$ cat config.mk
export PLATFORM = sky130hd
export DESIGN_NAME = modem_session_sequencer
export DESIGN_NICKNAME = d
export VERILOG_FILES = /design/src/sv/mss_pkg.sv /design/src/sv/mss_cfg.sv /design/src/sv/mss_step.sv /design/src/sv/modem_session_sequencer.sv
export SDC_FILE = /design/constraint.sdc
export NUM_CORES = 1
export LEC_CHECK = 0
export ABC_AREA = 1
export BUFFER_PORTS_ARGS = -buffer_cell sky130_fd_sc_hd__buf_2
export CELL_PAD_IN_SITES_DETAIL_PLACEMENT = 0
export CELL_PAD_IN_SITES_GLOBAL_PLACEMENT = 2
export CORE_MARGIN = 2
export CORE_UTILIZATION = 32
export DETAILED_ROUTE_END_ITERATION = 10
export GPL_TIMING_DRIVEN = 0
export PLACE_DENSITY_LB_ADDON = 0.1
export SLEW_MARGIN = 20
export SYNTH_ARGS = -nofsm -noshare
export SYNTH_HDL_FRONTEND = slang
export SYNTH_SLANG_ARGS = --single-unit
$ cat constraint.sdc
create_clock -name aclk -period 5.3 [get_ports aclk]
set_clock_uncertainty 0.15 [all_clocks]
set_input_delay 0.53 -clock aclk [delete_from_list [all_inputs] [get_ports aclk]]
set_output_delay 0.53 -clock aclk [all_outputs]
set_load 0.02 [all_outputs]
$ cat src/sv/mss_pkg.sv
// Shared types, codes and constants of the modem session sequencer.
package mss_pkg;

    localparam int unsigned TimeoutWidth = 16;
    localparam int unsigned RetryWidth   = 4;
    localparam int unsigned OtaWidth     = 8;
    localparam int unsigned ApbAddrWidth = 3;
    localparam int unsigned ApbDataWidth = 32;
    localparam int unsigned InDataWidth  = 32;
    localparam int unsigned InUserWidth  = 2;
    localparam int unsigned OutDataWidth = 16;

    localparam logic [TimeoutWidth-1:0] LinkTimeoutReset = 16'd600;
    localparam logic [RetryWidth-1:0]   MaxPowerCyclesReset = 4'd1;
    localparam logic [RetryWidth-1:0]   RetryMax = 4'd15;

    // Register indexes on the configuration port.
    localparam logic REG_LINK_TIMEOUT = 1'b0;
    localparam logic REG_MAX_POWER    = 1'b1;

    typedef enum logic [1:0] {
        OP_TICK         = 2'd0,
        OP_START        = 2'd1,
        OP_SEND_ANOTHER = 2'd2
    } op_t;

    typedef enum logic [3:0] {
        PH_IDLE         = 4'd0,
        PH_GRAB         = 4'd1,
        PH_WAIT_UP      = 4'd2,
        PH_SEND         = 4'd3,
        PH_SEND_WAIT    = 4'd4,
        PH_WAIT_LINK    = 4'd5,
        PH_OTA          = 4'd6,
        PH_OTA_WAIT     = 4'd7,
        PH_RELEASE      = 4'd8,
        PH_RELEASE_WAIT = 4'd9
    } phase_t;

    typedef struct packed {
        logic [TimeoutWidth-1:0] link_timeout_secs;
        logic [RetryWidth-1:0]   max_power_cycles;
    } cfg_t;

    typedef struct packed {
        phase_t                phase;
        logic [RetryWidth-1:0] retry_count;
        logic                  sent;
        logic                  finished;
        logic                  error;
        logic                  timeout;
    } state_t;

    typedef struct packed {
        logic [1:0]              op;
        logic                    grab_granted;
        logic                    modem_up;
        logic                    cmd_error;
        logic                    cmd_complete;
        logic                    link_up;
        logic                    link_error;
        logic [TimeoutWidth-1:0] modem_on_secs;
        logic [OtaWidth-1:0]     ota_pending;
        logic                    ota_done;
        logic                    release_complete;
    } in_item_t;

    typedef struct packed {
        logic [3:0] phase;
        logic       grab_request;
        logic       send_batch;
        logic       status_only;
        logic       stop_batch;
        logic       restart_modem;
        logic       start_ota;
        logic       release_modem;
        logic       send_done;
        logic       all_done;
        logic       comm_error;
        logic       connect_timeout;
    } out_item_t;

endpackage

$ cat src/sv/mss_cfg.sv
// APB register file holding the link timeout and power-cycle limit.
module mss_cfg (
    input  logic                                aclk,
    input  logic                                aresetn,
    input  logic                                psel,
    input  logic                                penable,
    input  logic                                pwrite,
    input  logic [mss_pkg::ApbAddrWidth-1:0]    paddr,
    input  logic [mss_pkg::ApbDataWidth-1:0]    pwdata,
    output logic [mss_pkg::ApbDataWidth-1:0]    prdata,
    output logic                                pready,
    output mss_pkg::cfg_t                       cfg
);

    mss_pkg::cfg_t cfg_reg;
    mss_pkg::cfg_t cfg_next;
    logic          wr_en;

    assign pready = 1'b1;
    assign wr_en  = psel && penable && pwrite && pready;

    // Only the word index is decoded; byte offsets inside a word alias to it.
    always_comb begin
        cfg_next = cfg_reg;
        if (wr_en) begin
            unique case (paddr[2])
                mss_pkg::REG_LINK_TIMEOUT: begin
                    cfg_next.link_timeout_secs = pwdata[mss_pkg::TimeoutWidth-1:0];
                end
                mss_pkg::REG_MAX_POWER: begin
                    cfg_next.max_power_cycles = pwdata[mss_pkg::RetryWidth-1:0];
                end
                default: begin
                end
            endcase
        end
    end

    always_ff @(posedge aclk) begin
        if (!aresetn) begin
            cfg_reg.link_timeout_secs <= mss_pkg::LinkTimeoutReset;
            cfg_reg.max_power_cycles  <= mss_pkg::MaxPowerCyclesReset;
        end else begin
            cfg_reg <= cfg_next;
        end
    end

    always_comb begin
        unique case (paddr[2])
            mss_pkg::REG_LINK_TIMEOUT: begin
                prdata = {{(mss_pkg::ApbDataWidth-mss_pkg::TimeoutWidth){1'b0}},
                          cfg_reg.link_timeout_secs};
            end
            mss_pkg::REG_MAX_POWER: begin
                prdata = {{(mss_pkg::ApbDataWidth-mss_pkg::RetryWidth){1'b0}},
                          cfg_reg.max_power_cycles};
            end
            default: begin
                prdata = '0;
            end
        endcase
    end

    assign cfg = cfg_reg;

endmodule

$ cat src/sv/mss_step.sv
// Next-state and strobe logic for one item; the grab-to-send and link-to-OTA chains are resolved in it.
module mss_step (
    input  mss_pkg::state_t   st,
    input  mss_pkg::cfg_t     cfg,
    input  mss_pkg::in_item_t item,
    output mss_pkg::state_t   st_next,
    output mss_pkg::out_item_t result
);

    logic                              s_grab;
    logic                              s_send;
    logic                              s_status;
    logic                              s_stop;
    logic                              s_restart;
    logic                              s_ota;
    logic                              s_release;
    logic [mss_pkg::RetryWidth-1:0]    retry_inc;
    logic                              link_gave_up;

    assign retry_inc = (st.retry_count == mss_pkg::RetryMax) ? mss_pkg::RetryMax
                                                             : st.retry_count + 1'b1;
    assign link_gave_up = item.link_error ||
                          (item.modem_on_secs > cfg.link_timeout_secs);

    always_comb begin
        st_next   = st;
        s_grab    = 1'b0;
        s_send    = 1'b0;
        s_status  = 1'b0;
        s_stop    = 1'b0;
        s_restart = 1'b0;
        s_ota     = 1'b0;
        s_release = 1'b0;
        unique case (item.op)
            mss_pkg::OP_START: begin
                st_next.retry_count = '0;
                st_next.sent        = 1'b0;
                st_next.finished    = 1'b0;
                st_next.error       = 1'b0;
                st_next.timeout     = 1'b0;
                st_next.phase       = mss_pkg::PH_GRAB;
            end
            mss_pkg::OP_SEND_ANOTHER: begin
                st_next.phase = mss_pkg::PH_SEND;
                st_next.sent  = 1'b0;
            end
            mss_pkg::OP_TICK: begin
                // A send always lands in send wait with the command flags
                // treated as clear, so that phase does nothing more this tick.
                unique case (st.phase)
                    mss_pkg::PH_GRAB: begin
                        s_grab = 1'b1;
                        if (item.grab_granted) begin
                            if (item.modem_up) begin
                                s_send        = 1'b1;
                                st_next.phase = mss_pkg::PH_SEND_WAIT;
                            end else begin
                                st_next.phase = mss_pkg::PH_WAIT_UP;
                            end
                        end
                    end
                    mss_pkg::PH_WAIT_UP: begin
                        if (item.modem_up) begin
                            s_send        = 1'b1;
                            st_next.phase = mss_pkg::PH_SEND_WAIT;
                        end
                    end
                    mss_pkg::PH_SEND: begin
                        s_send        = 1'b1;
                        st_next.phase = mss_pkg::PH_SEND_WAIT;
                    end
                    mss_pkg::PH_SEND_WAIT: begin
                        if (item.cmd_error) begin
                            st_next.retry_count = retry_inc;
                            if (retry_inc > cfg.max_power_cycles) begin
                                st_next.error = 1'b1;
                                st_next.phase = mss_pkg::PH_RELEASE;
                            end else begin
                                s_stop        = 1'b1;
                                s_restart     = 1'b1;
                                st_next.phase = mss_pkg::PH_WAIT_UP;
                            end
                        end else if (item.cmd_complete) begin
                            st_next.sent  = 1'b1;
                            st_next.phase = item.link_up ? mss_pkg::PH_OTA
                                                         : mss_pkg::PH_WAIT_LINK;
                        end
                    end
                    mss_pkg::PH_WAIT_LINK: begin
                        if (item.link_up || link_gave_up) begin
                            if (!item.link_up) begin
                                st_next.timeout = 1'b1;
                            end
                            // The OTA phase is evaluated in the same tick.
                            if (item.ota_pending != '0) begin
                                s_ota         = 1'b1;
                                st_next.phase = mss_pkg::PH_OTA_WAIT;
                            end else begin
                                st_next.phase = mss_pkg::PH_RELEASE;
                            end
                        end else begin
                            s_send        = 1'b1;
                            s_status      = 1'b1;
                            st_next.phase = mss_pkg::PH_SEND_WAIT;
                        end
                    end
                    mss_pkg::PH_OTA: begin
                        if (item.ota_pending != '0) begin
                            s_ota         = 1'b1;
                            st_next.phase = mss_pkg::PH_OTA_WAIT;
                        end else begin
                            st_next.phase = mss_pkg::PH_RELEASE;
                        end
                    end
                    mss_pkg::PH_OTA_WAIT: begin
                        if (item.ota_done) begin
                            st_next.phase = mss_pkg::PH_RELEASE;
                        end
                    end
                    mss_pkg::PH_RELEASE: begin
                        s_release     = 1'b1;
                        st_next.phase = mss_pkg::PH_RELEASE_WAIT;
                    end
                    mss_pkg::PH_RELEASE_WAIT: begin
                        if (item.release_complete) begin
                            st_next.sent     = 1'b1;
                            st_next.finished = 1'b1;
                        end
                    end
                    default: begin
                    end
                endcase
            end
            default: begin
            end
        endcase
    end

    always_comb begin
        result.phase           = st_next.phase;
        result.grab_request    = s_grab;
        result.send_batch      = s_send;
        result.status_only     = s_send && s_status;
        result.stop_batch      = s_stop;
        result.restart_modem   = s_restart;
        result.start_ota       = s_ota;
        result.release_modem   = s_release;
        result.send_done       = st_next.sent;
        result.all_done        = st_next.finished;
        result.comm_error      = st_next.error;
        result.connect_timeout = st_next.timeout;
    end

endmodule

$ cat src/sv/modem_session_sequencer.sv
// Top level of the modem session sequencer: input stage, state, result register.
//
// Each input transfer on the s_ channel is one item: a status tick (s_tuser = 0),
// a start-session command (1) or a send-another command (2). Every item gives
// exactly one result transfer on the m_ channel with the phase after the item,
// the command strobes raised while it was handled and the session flags.
// An accepted item is held in the input register, evaluated by the
// single-pass phase logic and then stored in the result register. The
// grab-to-send and link-to-OTA chains inside one tick are resolved in that
// one evaluation; a new item can be taken in every cycle, and throughput is
// one item per cycle while the receiver keeps m_tready high.
// When the receiver stalls, the result register holds and the input register
// fills; s_tready then drops until the result is taken.
// The APB port sets the link timeout and the power-cycle limit; write it only
// while no item is in flight. A synchronous reset (aresetn low) empties both
// stages, returns the phase to idle with all flags and the retry count cleared,
// and restores the register defaults.
module modem_session_sequencer (
    input  logic                                aclk,
    input  logic                                aresetn,
    input  logic                                s_tvalid,
    output logic                                s_tready,
    // grab_granted, modem_up, cmd_error, cmd_complete, link_up, link_error,
    // modem_on_secs[15:0], ota_pending[7:0], ota_done, release_complete
    input  logic [mss_pkg::InDataWidth-1:0]     s_tdata,
    // op[1:0]
    input  logic [mss_pkg::InUserWidth-1:0]     s_tuser,
    output logic                                m_tvalid,
    input  logic                                m_tready,
    // phase[3:0], grab_request, send_batch, status_only, stop_batch, restart_modem,
    // start_ota, release_modem, send_done, all_done, comm_error, connect_timeout,
    // one zero bit
    output logic [mss_pkg::OutDataWidth-1:0]    m_tdata,
    input  logic                                psel,
    input  logic                                penable,
    input  logic                                pwrite,
    input  logic [mss_pkg::ApbAddrWidth-1:0]    paddr,
    input  logic [mss_pkg::ApbDataWidth-1:0]    pwdata,
    output logic [mss_pkg::ApbDataWidth-1:0]    prdata,
    output logic                                pready
);

    mss_pkg::cfg_t      cfg;
    mss_pkg::in_item_t  s_item;
    mss_pkg::in_item_t  in_item_reg;
    logic               in_valid_reg;
    mss_pkg::state_t    state_reg;
    mss_pkg::state_t    state_next;
    mss_pkg::out_item_t result;
    mss_pkg::out_item_t out_item_reg;
    logic               out_valid_reg;
    logic               advance;
    logic               s_xfer;

    mss_cfg u_cfg (
        .aclk    (aclk),
        .aresetn (aresetn),
        .psel    (psel),
        .penable (penable),
        .pwrite  (pwrite),
        .paddr   (paddr),
        .pwdata  (pwdata),
        .prdata  (prdata),
        .pready  (pready),
        .cfg     (cfg)
    );

    always_comb begin
        s_item.op               = s_tuser;
        s_item.grab_granted     = s_tdata[0];
        s_item.modem_up         = s_tdata[1];
        s_item.cmd_error        = s_tdata[2];
        s_item.cmd_complete     = s_tdata[3];
        s_item.link_up          = s_tdata[4];
        s_item.link_error       = s_tdata[5];
        s_item.modem_on_secs    = s_tdata[21:6];
        s_item.ota_pending      = s_tdata[29:22];
        s_item.ota_done         = s_tdata[30];
        s_item.release_complete = s_tdata[31];
    end

    // The held item moves on whenever the result register is free or being emptied.
    assign advance  = in_valid_reg && (!out_valid_reg || m_tready);
    assign s_tready = !in_valid_reg || advance;
    assign s_xfer   = s_tvalid && s_tready;

    mss_step u_step (
        .st      (state_reg),
        .cfg     (cfg),
        .item    (in_item_reg),
        .st_next (state_next),
        .result  (result)
    );

    always_ff @(posedge aclk) begin
        if (!aresetn) begin
            in_valid_reg          <= 1'b0;
            out_valid_reg         <= 1'b0;
            state_reg.phase       <= mss_pkg::PH_IDLE;
            state_reg.retry_count <= '0;
            state_reg.sent        <= 1'b0;
            state_reg.finished    <= 1'b0;
            state_reg.error       <= 1'b0;
            state_reg.timeout     <= 1'b0;
        end else begin
            if (s_xfer) begin
                in_valid_reg <= 1'b1;
            end else if (advance) begin
                in_valid_reg <= 1'b0;
            end
            if (advance) begin
                out_valid_reg <= 1'b1;
                state_reg     <= state_next;
            end else if (m_tready) begin
                out_valid_reg <= 1'b0;
            end
        end
    end

    always_ff @(posedge aclk) begin
        if (s_xfer) begin
            in_item_reg <= s_item;
        end
        if (advance) begin
            out_item_reg <= result;
        end
    end

    assign m_tvalid = out_valid_reg;
    assign m_tdata  = {1'b0,
                       out_item_reg.connect_timeout,
                       out_item_reg.comm_error,
                       out_item_reg.all_done,
                       out_item_reg.send_done,
                       out_item_reg.release_modem,
                       out_item_reg.start_ota,
                       out_item_reg.restart_modem,
                       out_item_reg.stop_batch,
                       out_item_reg.status_only,
                       out_item_reg.send_batch,
                       out_item_reg.grab_request,
                       out_item_reg.phase};

endmodule

==> results.md, run 1 <==
- The flow ran to the end, and the final reports show no timing, DRC or antenna violations.
- In this run the static leakage power is 2.290 nW.
- In this run the tightest slew margin relative to its limit is 0.4602.
- The critical path endpoint category is a flop.
- For this design, the CTS-stage hold fixing added 0 buffers.
- The largest single stage delay on the critical path is 370 ps.
- The total count of max-transition violations in the final report is 0.
- The total number of nets in the final design is 657.
- In this run the power spent charging and discharging nets is 0.3765 mW.
- After synthesis, the cell types taking the most area are edfxtp_1 (36%), dfxtp_1 (17%), ha_1 (6.6%).
- The largest net degree at the start of global routing is 35.
- The final period demand of the worst path is 2616 ps.
- The number of buffers and inverters on the critical path is 1.
- The launching point of the worst reg2reg path is state_reg[4].
- The worst min-delay path category is in2reg.
- The largest fanout on the critical path is 4.
- The average wire length per cell after detail routing is 12.77 um.
- The mapped cell area is 3973 um^2.
- The number of warning messages in the yosys log is 0.
- The clock slew seen by the registers of the worst setup and hold paths is 60 ps.
- The clock network fraction of total power is 0.395.
- The floorplan step defined a die boundary enclosing 13320 um^2.
- 0 antenna diodes ended up in the layout.
- The total wire length is 9.361 mm.
- The die boundary width is 115.4 um.
- The share of cells above drive strength 1 is 0.2478.
- The area share of the largest cell type after synthesis is 0.3628.
- The arrival time reported for the critical path endpoint is 2560 ps.
- The register area share after synthesis is 0.5342.
- The total of buffers placed on input and output ports is 89.
- The total area inside the core boundary comes to 12060 um^2.
- The netlist uses 30 different library cells.
- For this configuration, the core starts out at a cell density of 0.3294.
- After the first detailed-routing iteration, the DRC count stood at 172.
- The switching share of total power is 0.2490.
- Of the total power, combinational logic draws 0.126.
- Dividing the detail-routed via count by the number of cells gives 4.412.
- Setup violations remaining at the end of the flow were counted as 0.
- The clock drives 82 sinks.
- The master cell of the clock root buffer is clkbuf_16.
- The worst-case IR drop observed on VDD is 0.1227 mV.
- During I/O placement, the number of pins put on the boundary was 127.
- On the critical path, the stage with the largest delay is an instance of dfxtp_1.
- In the final timing run, aggregate negative setup slack is 0 ps.
- The reg-to-reg critical path endpoint is m_tdata[3].
- The worst-margin pin slew is 808.5 ps.
- The global-route wire length before repair is 14.76 mm.
- The internal cell power is 1.136 mW.
- Timing would allow up to 0.3823 GHz.
- STA puts the critical path data required time at 5240 ps.
- Setup repair after global routing left no endpoint under its margin.
- The number of instances in the synthesized netlist is 444.
- The max-capacitance violation count is 0.
- Dividing the final minimum period by the clock period gives 0.4935.
- The via count of the first global-routing pass is 2982.
- The clock latency of the later-clocked register in the worst-skew pair is 340 ps.
- The number of stages on the worst hold path is 1.
- The residual antenna-violating net count after detailed routing is 0.
- The die height is 115.4 um.
- The estimated wirelength of the detail-placed design is 7.093 mm.
- The biggest area consumer among synthesized cells is edfxtp_1.
- The number of hold-slack violations in the final timing report is 0.
- The area growth from synthesis to layout is 25.20%.
- The kind of cell adding the most delay to the critical path is simple AND/OR/NAND/NOR gates.
- For this block, the via count after detailed routing is 3234.
- The count of cells resized by post-cts repair is 0.
- The cell seen most often among critical-path stages is nand2_1.
- The post-detailed-route DRC marker count is 0.
- Averaged over all synthesized cells, the footprint is 8.947 um^2.
- The hold-critical path endpoint is in_item_reg[24].
- In this run the register-to-register setup slack is 2680 ps.
- The startpoint identified for the worst hold timing path is s_tdata[20].
- The row count is 40.
- The global placer's final weighted congestion is 0.8430.
- Across every metal layer, demand over resource in global routing totals 0.1481.
- The share of total power dissipated in sequential elements is 0.478.
- The first detailed-routing pass ran for 5 iterations.
- The register with the most flip-flops in the layout has 34 of them.
- The total CTS buffers is 9.
- The number of cells on the worst reg-to-reg path is 14.
- The post-CTS setup-driven buffer insertion count is 0.
- The H-tree depth is 3.
- The initial antenna violation count was 0.
- Counting flops and latches in the post-synthesis netlist gives 82.
- The signal on the critical path passes through ha_1 > nand2_1 > inv_1 > nor2_1 > o21ai_0 > ha_1 > a21oi_1 > o21ai_0 > nand2_1 > nor2_4 > a211oi_1 > nand3_1 > nand2_1 > nand2_1.
- The total congestion overflow is 0.
- The nature of the critical path startpoint is a flop.
- The CTS tree is done.
- The final hold slack is 212.0 ps.
- The ratio of total power to cell area is 304.1 nW/um^2.
- By startpoint and endpoint, the worst setup path is classified as reg2reg.
- The maximum root-to-sink buffer count is 2.
layout by cell type, fill, tap and decap left out, types with 10 or more instances in the layout:
cell,Yosys,routed
buf_4,19,19
a21oi_1,45,45
clkbuf_16,0,10
o21ai_0,35,35
edfxtp_1,48,48
inv_1,64,63
nor2_1,43,43
nand2_1,70,70
ha_1,21,21
nand3_1,18,18
conb_1,2,18
dfxtp_1,34,34
buf_2,0,89
through the flow:
stage / power [mW] / setup slack, ps / cell area, um^2 / cells / utilization
2_1_floorplan: 0.8634 / 3031 / 4033 / 460 / -
3_3_place_gp: 0.9280 / 2656 / 4688 / 717 / 0.3887
3_5_place_dp: 0.9293 / 2671 / 4688 / 717 / 0.3887
4_1_cts: 1.535 / 2665 / 4974 / 733 / 0.4123
5_1_grt: 1.588 / 2404 / 4974 / 733 / 0.4123
6_report: 1.512 / 2684 / 4974 / 733 / 0.4123
worst max path at each step:
| stage | startpoint | end | cells past startpoint |
|---|---|---|---|
| detailed placement | state_reg[4] | m_tdata[3] | 14 |
| finish | state_reg[4] | m_tdata[3] | 14 |
| global route | state_reg[4] | state_reg[11] | 16 |
| CTS | state_reg[4] | m_tdata[3] | 14 |
| global placement | state_reg[4] | m_tdata[3] | 14 |
| floorplan | state_reg[4] | m_tdata[3] | 14 |
cells in the mapped netlist (all sizes together):
| cell type | count |
|---|---|
| a211oi | 4 |
| a21o | 1 |
| a21oi | 46 |
| a31oi | 1 |
| buf | 21 |
| clkbuf | 6 |
| clkinv | 1 |
| conb | 2 |
| dfxtp | 34 |
| edfxtp | 48 |
| ha | 21 |
| inv | 68 |
| nand2 | 73 |
| nand3 | 19 |
| nand4 | 8 |
| nor2 | 48 |
| nor3 | 4 |
| o21ai | 38 |
| or2 | 1 |
kinds of logic (layout without fill, tap and decap cells):
group                      count (synthesis)  in the layout  share of synthesized area
buffers and inverters                     96            201                     0.1096
other                                      2             18                   0.001890
adders and majority gates                 21             21                    0.06614
and+or+nand+nor                          153            153                     0.1663
DFF                                       82             82                     0.5342
AOI/OAI and AO/OA                         90             90                     0.1219
metal layers:
metal | wire, um | share of wire | up-vias | GRT usage
met5 | 0 | 0 | - | 0
met4 | 182 | 0.019 | 0 | 0.06988
met3 | 558 | 0.060 | 13 | 0.02981
met2 | 3964 | 0.42 | 95 | 0.2094
met1 | 4656 | 0.50 | 1456 | 0.2167
li1 | - | - | 1670 | -
power groups by stage:
stage | Clock [mW] | Sequential [mW] | Combinational [mW]
after floorplan | 0 | 0.741 | 0.122
after global placement | 0 | 0.737 | 0.191
after detailed placement | 0 | 0.737 | 0.192
after CTS | 0.619 | 0.724 | 0.193
after global routing | 0.646 | 0.727 | 0.216
final | 0.598 | 0.723 | 0.191
area by class of cell:
class | instances | area [um^2]
repair buffers | 89 | 445.4
inverters | 69 | 259.0
clock inverters | 2 | 10.01
flip-flops and latches | 82 | 2122
fillers | 1210 | 7088
clock buffers | 14 | 275.3
well taps | 168 | 210.2
multi-input cells | 282 | 1475
plain buffers | 27 | 176.4
Power figures use the tool's default switching activity.
==> run 2, diff against run 1 <==
- ABC_AREA: 1 -> 0
- CORE_UTILIZATION: 32 -> 28
- clock period: 5.3 -> 2.16 ns (I/O delays scaled with it)
==> run 2 against run 1 <==
The flow now finishes with violations (setup timing). Routed wire length increased by 19%. Combinational power grew to 2.7 times the previous value. Core utilization up 0.20 points. Non-clock buffer count up 69. Register-to-register slack got worse by 3000 ps. Clock power rose by 130%. Critical path depth is 6 lower. Area after synthesis increased by 3.3%. Sequential power grew 140%. Setup slack lost 3000 ps. Sequential share of layout area fell by 7.0 points. Critical path type unchanged. Critical endpoint is now m_tdata[0]. Largest cell class unchanged.
==> results.md, run 2 <==
- The most common cell after layout, fill and taps aside is buf_2 (unchanged).
- The via count of the first global-routing pass came to 3500 (was 2982).
- The die boundary width came to 125.1 um (was 115.4 um).
- The internal cell power is 2.722 mW (was 1.136 mW).
- The area of all placed cells without fillers came to 5976 um^2 (was 4974 um^2).
- Top cell types by occurrence after synthesis: nand2_1 (57), edfxtp_1 (48), nor2_1 (45) (was nand2_1 (70), inv_1 (64), edfxtp_1 (48)).
- Unrepaired setup endpoints after global routing: yes (was no).
- The H-tree depth came to 3 (unchanged).
- The ratio of routed vias to standard cells is 4.488 (was 4.412).
- The nature of the critical path startpoint is a flop (unchanged).
- The beginning of the worst hold path was m_tready (was s_tdata[20]).
- The die outline area is 15640 um^2 (was 13320 um^2).
- The hold-critical path endpoint is m_tvalid (was in_item_reg[24]).
- The worst min-delay path category is in2reg (unchanged).
- The effective utilization at floorplan is 0.2845 (was 0.3294).
- The ratio of total power to cell area is 610.0 nW/um^2 (was 304.1 nW/um^2).
- The number of cells in the design after placement was 708 (was 717).
- The total of buffers placed on input and output ports was 89 (unchanged).
- The count of cells along the worst register-to-register path was 8 (was 14).
- The starting DRC count in detailed routing is 206 (was 172).
- The post-synthesis async set-or-reset flop share is 0 (unchanged).
- The register bit count reported by yosys is 82 (unchanged).
- The area taken by flip-flops and latches is 2132 um^2 (was 2122 um^2).
- The average wire length per cell after detail routing came to 14.27 um (was 12.77 um).
- The number of diodes added for antenna fixing is 0 (unchanged).
- The combinational group share of total power is 0.142 (was 0.126).
- The worst-margin pin slew is 635.0 ps (was 808.5 ps).
- The number of enable-type register cells in the synthesized netlist is 48 (unchanged).
- The residual antenna-violating net count after detailed routing is 0 (unchanged).
- The maximum operating frequency is 0.3992 GHz (was 0.3823 GHz).
- The area taken by multi-input logic gates is 2006 um^2 (was 1475 um^2).
- The largest net degree at the start of global routing is 32 (was 35).
- The maximum vdd drop is 0.3226 mV (was 0.1227 mV).
- The kind of critical path is reg2reg (unchanged).
- The master cell of the clock root buffer is clkbuf_16 (unchanged).
- The clock network fraction of total power was 0.377 (was 0.395).
- The leakage power is 2.462 nW (was 2.290 nW).
- The total wire length is 11.18 mm (was 9.361 mm).
- The number of warning messages in the yosys log is 0 (unchanged).
- The number of different library cells in the post-synthesis netlist came to 58 (was 30).
- The biggest area consumer among synthesized cells is edfxtp_1 (unchanged).
- Most used cells in the layout excluding fill and tap cells: buf_2 (91), nand2_1 (56), dlygate4sd3_1 (51), edfxtp_1 (48), nor2_1 (42) (was buf_2 (89), nand2_1 (70), inv_1 (63), edfxtp_1 (48), a21oi_1 (45)).
- The clock latency of the later-clocked register in the worst-skew pair was 340 ps (about the same).
- The number of hold-slack violations in the final timing report was 0 (unchanged).
- The number of instances in the synthesized netlist was 418 (was 444).
- The total CTS buffers is 9 (unchanged).
- The cell area after placement came to 4916 um^2 (was 4688 um^2).
- The delay contributed by the slowest stage of the critical path is 410 ps (was 370 ps).
- The count of fill cells added during filler insertion came to 1453 (was 1210).
- The slowest cell on the critical path is edfxtp_1 (was dfxtp_1).
- The power dissipated by switching net loads is 0.9227 mW (was 0.3765 mW).
- The reg-to-reg critical path endpoint is m_tdata[0] (was m_tdata[3]).
- The total congestion overflow is 0 (unchanged).
- The critical path endpoint category is a flop (unchanged).
- The total count of max-transition violations in the final report is 0 (unchanged).
- The tightest slew margin relative to the limit is 0.5766 (was 0.4602).
- The number of vias after detailed routing is 3514 (was 3234).
- The launching point of the worst reg2reg path is in_item_reg[23] (was state_reg[4]).
- The estimated wirelength of the detail-placed design came to 8.126 mm (was 7.093 mm).
- The final reports fail on setup timing.
- The mapped cell area is 4104 um^2 (was 3973 um^2).
- The total number of nets in the final design came to 691 (was 657).
- The relative contribution of sequential cells to total power was 0.481 (was 0.478).
- Synth top area cells: edfxtp_1 (35%), dfxtp_1 (17%), ha_1 (6.4%) (was edfxtp_1 (36%), dfxtp_1 (17%), ha_1 (6.6%)).
- The detailed-router iteration count before antenna repair came to 5 (unchanged).
- The data required time of the critical path was 2090 ps (was 5240 ps).
- The register area share after synthesis was 0.5171 (was 0.5342).
- The total I/O pin count is 127 (unchanged).
- The most frequently used flop master after synthesis is edfxtp_1 (unchanged).
- The setup TNS is -4007 ps (was 0 ps).
- The final standard cell count with taps included and fillers excluded is 783 (was 733).
- The global-route wire length before repair is 17.73 mm (was 14.76 mm).
- Status: finished with violations (was completed).
- The flip-flop count of the largest register after layout is 34 (unchanged).
- The global placer's final weighted congestion was 0.8018 (was 0.8430).
- The layout overhead on the synthesized area came to 45.61% (was 25.20%).
- The final period demand of the worst path was 2505 ps (was 2616 ps).
- The minimum setup slack in the final design came to -345.3 ps (was 2684 ps).
- The CTS tree is done (unchanged).
- The most instantiated library cell after synthesis is nand2_1 (unchanged).
- The mean area per synthesized cell is 9.818 um^2 (was 8.947 um^2).
- The number of clock sinks is 82 (unchanged).
- The final-report setup violation count is 15 (was 0).
- The post-detailed-route DRC marker count is 0 (unchanged).
- Critical-path cell list: ha_4 > a211oi_2 > nor2_1 > nor4_2 > nand3_2 > a211oi_4 > nor3_2 > a221o_1 (was ha_1 > nand2_1 > inv_1 > nor2_1 > o21ai_0 > ha_1 > a21oi_1 > o21ai_0 > nand2_1 > nor2_4 > a211oi_1 > nand3_1 > nand2_1 > nand2_1).
- The internal reg-to-reg setup slack was -350 ps (was 2680 ps).
- The switching share of total power came to 0.2531 (was 0.2490).
- The core footprint is 14420 um^2 (was 12060 um^2).
- The area share of the largest cell type after synthesis is 0.3512 (was 0.3628).
- The final cycle utilization of the critical path is 1.160 (was 0.4935).
- The initial antenna violation count is 0 (unchanged).
- The share of cells above drive strength 1 is 0.3105 (was 0.2478).
- The number of stages on the worst hold path is 4 (was 1).
- The max-capacitance violation count is 0 (unchanged).
- The largest fanout on the critical path came to 4 (unchanged).
- The maximum root-to-sink buffer count is 2 (unchanged).
- The arrival time reported for the critical path endpoint came to 2440 ps (was 2560 ps).
- The die height is 125.1 um (was 115.4 um).
- The overall track demand over capacity in global routing is 0.1438 (was 0.1481).
- The row count is 44 (was 40).
- The clock slew seen by the registers of the worst setup and hold paths is 60 ps (about the same).
-- run 2: final cells by class --
class | instances | share of cell area
inverters | 25 | 0.01570
plain buffers | 35 | 0.03434
multi-input cells | 291 | 0.3356
well taps | 184 | 0.03853
flip-flops and latches | 82 | 0.3568
clock inverters | 7 | 0.006072
clock buffers | 9 | 0.03769
repair buffers | 150 | 0.1753
-- run 2: how the worst max path moves through the flow --
| stage | from | end | slack, ps | depth (start not counted) |
|---|---|---|---|---|
| 2_1_floorplan | in_item_reg[23] | m_tdata[0] | -150 | 8 |
| 3_3_place_gp | u_cfg.cfg[17] | m_tdata[0] | -550 | 9 |
| 3_5_place_dp | u_cfg.cfg[18] | m_tdata[0] | -510 | 9 |
| 4_1_cts | in_item_reg[23] | m_tdata[0] | -380 | 8 |
| 5_1_grt | in_item_reg[23] | m_tdata[0] | -500 | 8 |
| 6_report | in_item_reg[23] | m_tdata[0] | -350 | 8 |
-- run 2: kinds of logic after synthesis --
logic type | Yosys count | share of synthesized area
other cells | 2 | 0.001830
fa+ha+maj | 21 | 0.06402
xor+xnor | 1 | 0.002135
compound gates | 75 | 0.1213
mux | 8 | 0.01982
flops | 82 | 0.5171
simple gates | 168 | 0.2000
buf+inv | 61 | 0.07378
-- run 2: repair_timing --
item	in CTS	in global routing
setup endpoints to repair	15	36
setup buffers	6	3
endpoints found under the hold margin	54	0
hold buffers	51	0
resized for setup	19	24
pin swaps	18	14
-- run 2: stage by stage --
step           setup slack [ps]  hold slack, ps  power [mW]    util
2_1_floorplan            -146.7           164.9       2.045       -
3_3_place_gp             -545.7           242.9       2.192  0.3393
3_5_place_dp             -510.8           244.1       2.201  0.3408
4_1_cts                  -376.4           20.31       3.695  0.4058
5_1_grt                  -497.0           68.95       3.813  0.4143
6_report                 -345.3           29.28       3.645  0.4143
-- run 2: power groups by stage --
stage | Sequential, mW | Combinational (mW) | Clock, mW
2_1_floorplan | 1.79 | 0.253 | 0
3_3_place_gp | 1.78 | 0.408 | 0
3_5_place_dp | 1.78 | 0.416 | 0
4_1_cts | 1.75 | 0.511 | 1.43
5_1_grt | 1.76 | 0.568 | 1.49
6_report | 1.75 | 0.519 | 1.37
-- run 2: critical path, delay by kind of cell (launching register included) --
| family | cells | cell delay, ps |
|---|---|---|
| fa+ha+maj | 1 | 250 |
| compound gates | 3 | 780 |
| flops | 1 | 410 |
| simple gates | 4 | 670 |
-- run 2: per-layer routing --
| layer | GRT usage | vias to the layer above | wire length (um) |
|---|---|---|---|
| met5 | 0 | - | 0 |
| met4 | 0.04314 | 0 | 127 |
| met3 | 0.03380 | 9 | 491 |
| met2 | 0.2452 | 85 | 5441 |
| met1 | 0.1817 | 1626 | 5117 |
| li1 | - | 1794 | - |
==> run 3, diff against run 2 <==
- CORE_UTILIZATION: 28 -> 29
- SYNTH_HIERARCHICAL: unset -> 1
==> run 3 against run 2 <==
Clock power rose by 7%. Die area rose by 8.0%. Area after synthesis rose by 12%. The run still ends with setup timing left. Critical endpoint is now state_reg[11]. Hold slack improved by 17 ps.
==> results.md, run 3 <==
- The maximum vdd drop is 0.3454 mV (was 0.3226 mV).
- The tightest slew margin relative to the limit is 0.6623 (was 0.5766).
- The worst-margin pin slew is 501.9 ps (was 635.0 ps).
- Status: finished with violations (unchanged).
- The critical path endpoint category was a flop (unchanged).
- The via count of the first global-routing pass is 3677 (was 3500).
- The layout overhead on the synthesized area was 45.75% (was 45.61%).
- Unrepaired setup endpoints after global routing: yes (unchanged).
- The residual antenna-violating net count after detailed routing came to 0 (unchanged).
- The setup TNS is -3694 ps (was -4007 ps).
- The die outline area is 16900 um^2 (was 15640 um^2).
- The global placer's final weighted congestion is 0.7914 (was 0.8018).
- The largest net degree at the start of global routing was 33 (was 32).
- The register bit count reported by yosys came to 83 (was 82).
- The total wire length is 11.62 mm (was 11.18 mm).
- The area share of the largest cell type after synthesis is 0.3197 (was 0.3512).
- The kind of critical path is reg2reg (unchanged).
- The number of enable-type register cells in the synthesized netlist was 49 (was 48).
- The leakage power was 2.756 nW (was 2.462 nW).
- The estimated wirelength of the detail-placed design was 8.423 mm (was 8.126 mm).
- The number of vias after detailed routing is 3692 (was 3514).
- The post-detailed-route DRC marker count is 0 (unchanged).
- The overall track demand over capacity in global routing came to 0.1433 (was 0.1438).
- The average wire length per cell after detail routing is 13.59 um (was 14.27 um).
- The detailed-router iteration count before antenna repair came to 4 (was 5).
- The number of diodes added for antenna fixing is 0 (unchanged).
- The die boundary width is 130.0 um (was 125.1 um).
- The number of clock sinks came to 83 (was 82).
- The post-layout total power is 3.792 mW (was 3.645 mW).
- The flip-flop count of the largest register after layout was 34 (unchanged).
- The number of hold-slack violations in the final timing report is 0 (unchanged).
- Most used cells in the layout excluding fill and tap cells: buf_2 (93), nand2_1 (69), dlygate4sd3_1 (51), edfxtp_1 (49), buf_4 (43) (was buf_2 (91), nand2_1 (56), dlygate4sd3_1 (51), edfxtp_1 (48), nor2_1 (42)).
- The final cycle utilization of the critical path was 1.151 (was 1.160).
- The final-report setup violation count is 17 (was 15).
- The final period demand of the worst path is 2486 ps (was 2505 ps).
- The effective utilization at floorplan was 0.2930 (was 0.2845).
- Synth top area cells: edfxtp_1 (32%), dfxtp_1 (15%), mux2i_1 (7.2%) (was edfxtp_1 (35%), dfxtp_1 (17%), ha_1 (6.4%)).
- The CTS tree is done (unchanged).
- The ratio of total power to cell area is 565.2 nW/um^2 (was 610.0 nW/um^2).
- Top cell types by occurrence after synthesis: nand2_1 (72), edfxtp_1 (49), buf_4 (34), dfxtp_1 (34), mux2i_1 (33) (was nand2_1 (57), edfxtp_1 (48), nor2_1 (45)).
- The master cell of the clock root buffer is clkbuf_16 (unchanged).
- The post-synthesis async set-or-reset flop share came to 0 (unchanged).
- The nature of the critical path startpoint is a flop (unchanged).
- The row count is 46 (was 44).
- The initial antenna violation count is 0 (unchanged).
- The register area share after synthesis is 0.4675 (was 0.5171).
- The cell area after placement came to 5488 um^2 (was 4916 um^2).
- The most common cell after layout, fill and taps aside is buf_2 (unchanged).
- The total I/O pin count is 127 (unchanged).
- The total count of max-transition violations in the final report was 0 (unchanged).
- The mean area per synthesized cell is 10.30 um^2 (was 9.818 um^2).
- The largest fanout on the critical path is 4 (unchanged).
- The H-tree depth was 3 (unchanged).
- The number of instances in the synthesized netlist was 447 (was 418).
- The global-route wire length before repair is 18.28 mm (was 17.73 mm).
- The clock latency of the later-clocked register in the worst-skew pair is 340 ps (about the same).
- The ratio of routed vias to standard cells came to 4.318 (was 4.488).
- The worst min-delay path category is in2reg (unchanged).
- The total CTS buffers is 9 (unchanged).
- The die height was 130.0 um (was 125.1 um).
- The clock slew seen by the registers of the worst setup and hold paths came to 60 ps (about the same).
- The most frequently used flop master after synthesis is edfxtp_1 (unchanged).
- The area of all placed cells without fillers is 6709 um^2 (was 5976 um^2).
- The most instantiated library cell after synthesis is nand2_1 (unchanged).
- The maximum root-to-sink buffer count is 2 (unchanged).
- The number of different library cells in the post-synthesis netlist was 58 (unchanged).
- The arrival time reported for the critical path endpoint came to 2610 ps (was 2440 ps).
- The max-capacitance violation count was 0 (unchanged).
- Violations in the final reports: setup timing (unchanged).
- The total of buffers placed on input and output ports is 88 (was 89).
- The share of cells above drive strength 1 came to 0.3865 (was 0.3105).
- The core footprint came to 15710 um^2 (was 14420 um^2).
- The total number of nets in the final design is 731 (was 691).
- The starting DRC count in detailed routing was 69 (was 206).
- The total congestion overflow was 0 (unchanged).
- The maximum operating frequency is 0.4023 GHz (was 0.3992 GHz).
- The minimum setup slack in the final design is -326.0 ps (was -345.3 ps).
- The data required time of the critical path is 2280 ps (was 2090 ps).
- The biggest area consumer among synthesized cells is edfxtp_1 (unchanged).
- The mapped cell area is 4603 um^2 (was 4104 um^2).
- The number of warning messages in the yosys log came to 6 (was 0).
run 3: timing repair:
action                                  CTS  global route
resized for setup                        43            32
hold buffers                             51             0
buffers inserted                         23             6
hold endpoints to repair                 54             0
pin swaps                                23            13
endpoints found under the setup margin   17            22
gates cloned                              0             0
run 3: cell type report:
class	count	area [um^2]
clock buffers	12	257.7
well taps	216	270.3
plain buffers	51	384.1
inverters	23	86.33
multi-input cells	302	2320
flip-flops and latches	83	2175
clock inverters	4	23.77
repair buffers	164	1192
fillers	1557	9004
run 3: through the flow:
| step | hold WS, ps | utilization | instances | setup WS (ps) |
|---|---|---|---|---|
| after floorplan | 164.9 | - | 462 | -84.96 |
| after global placement | 242.1 | 0.3479 | 766 | -526.2 |
| after detailed placement | 244.1 | 0.3493 | 767 | -509.0 |
| after CTS | 29.17 | 0.4203 | 854 | -354.2 |
| after global routing | 60.68 | 0.4270 | 855 | -477.3 |
| final | 46.17 | 0.4270 | 855 | -326.0 |
run 3: where the power goes:
group	total (mW)	internal (mW)	leakage (nW)	switching [mW]
Clock	1.47	0.843	0.142	0.629
Sequential	1.78	1.74	0.760	0.0416
Combinational	0.540	0.269	1.85	0.271
run 3: logic make-up after synthesis:
family,count (synthesis),synth area share
buf+inv,77,0.1055
other cells,3,0.002446
xor+xnor,3,0.005709
simple gates,166,0.1973
mux,38,0.08399
flops,83,0.4675
fa+ha+maj,21,0.05708
compound gates,56,0.08046
run 3: critical path: stages (launching register included):
cell and delay [ps]:
dfxtp_4 370, ha_4 230, nand2b_4 140, ha_4 260
nor2b_4 120, o211ai_1 140, a21oi_4 250, a32oi_1 130
o311ai_4 300, buf_4 150, nand2_1 40, mux2i_1 130
run 3: worst paths after layout:
kind	startpoint	end	slack (ps)	depth (start not counted)
max	state_reg[4]	state_reg[11]	-330	11
min	aresetn	state_reg[8]	50	3
max reg2reg	state_reg[4]	state_reg[11]	-330	11
min reg2reg	state_reg[2]	state_reg[2]	320	2
run 3: layer usage:
metal	share of wire	wire length, um	global-route usage
met2	0.48	5613	0.2411
met4	0.023	263	0.06768
met5	0	0	0
met1	0.45	5279	0.1758
met3	0.040	461	0.03034
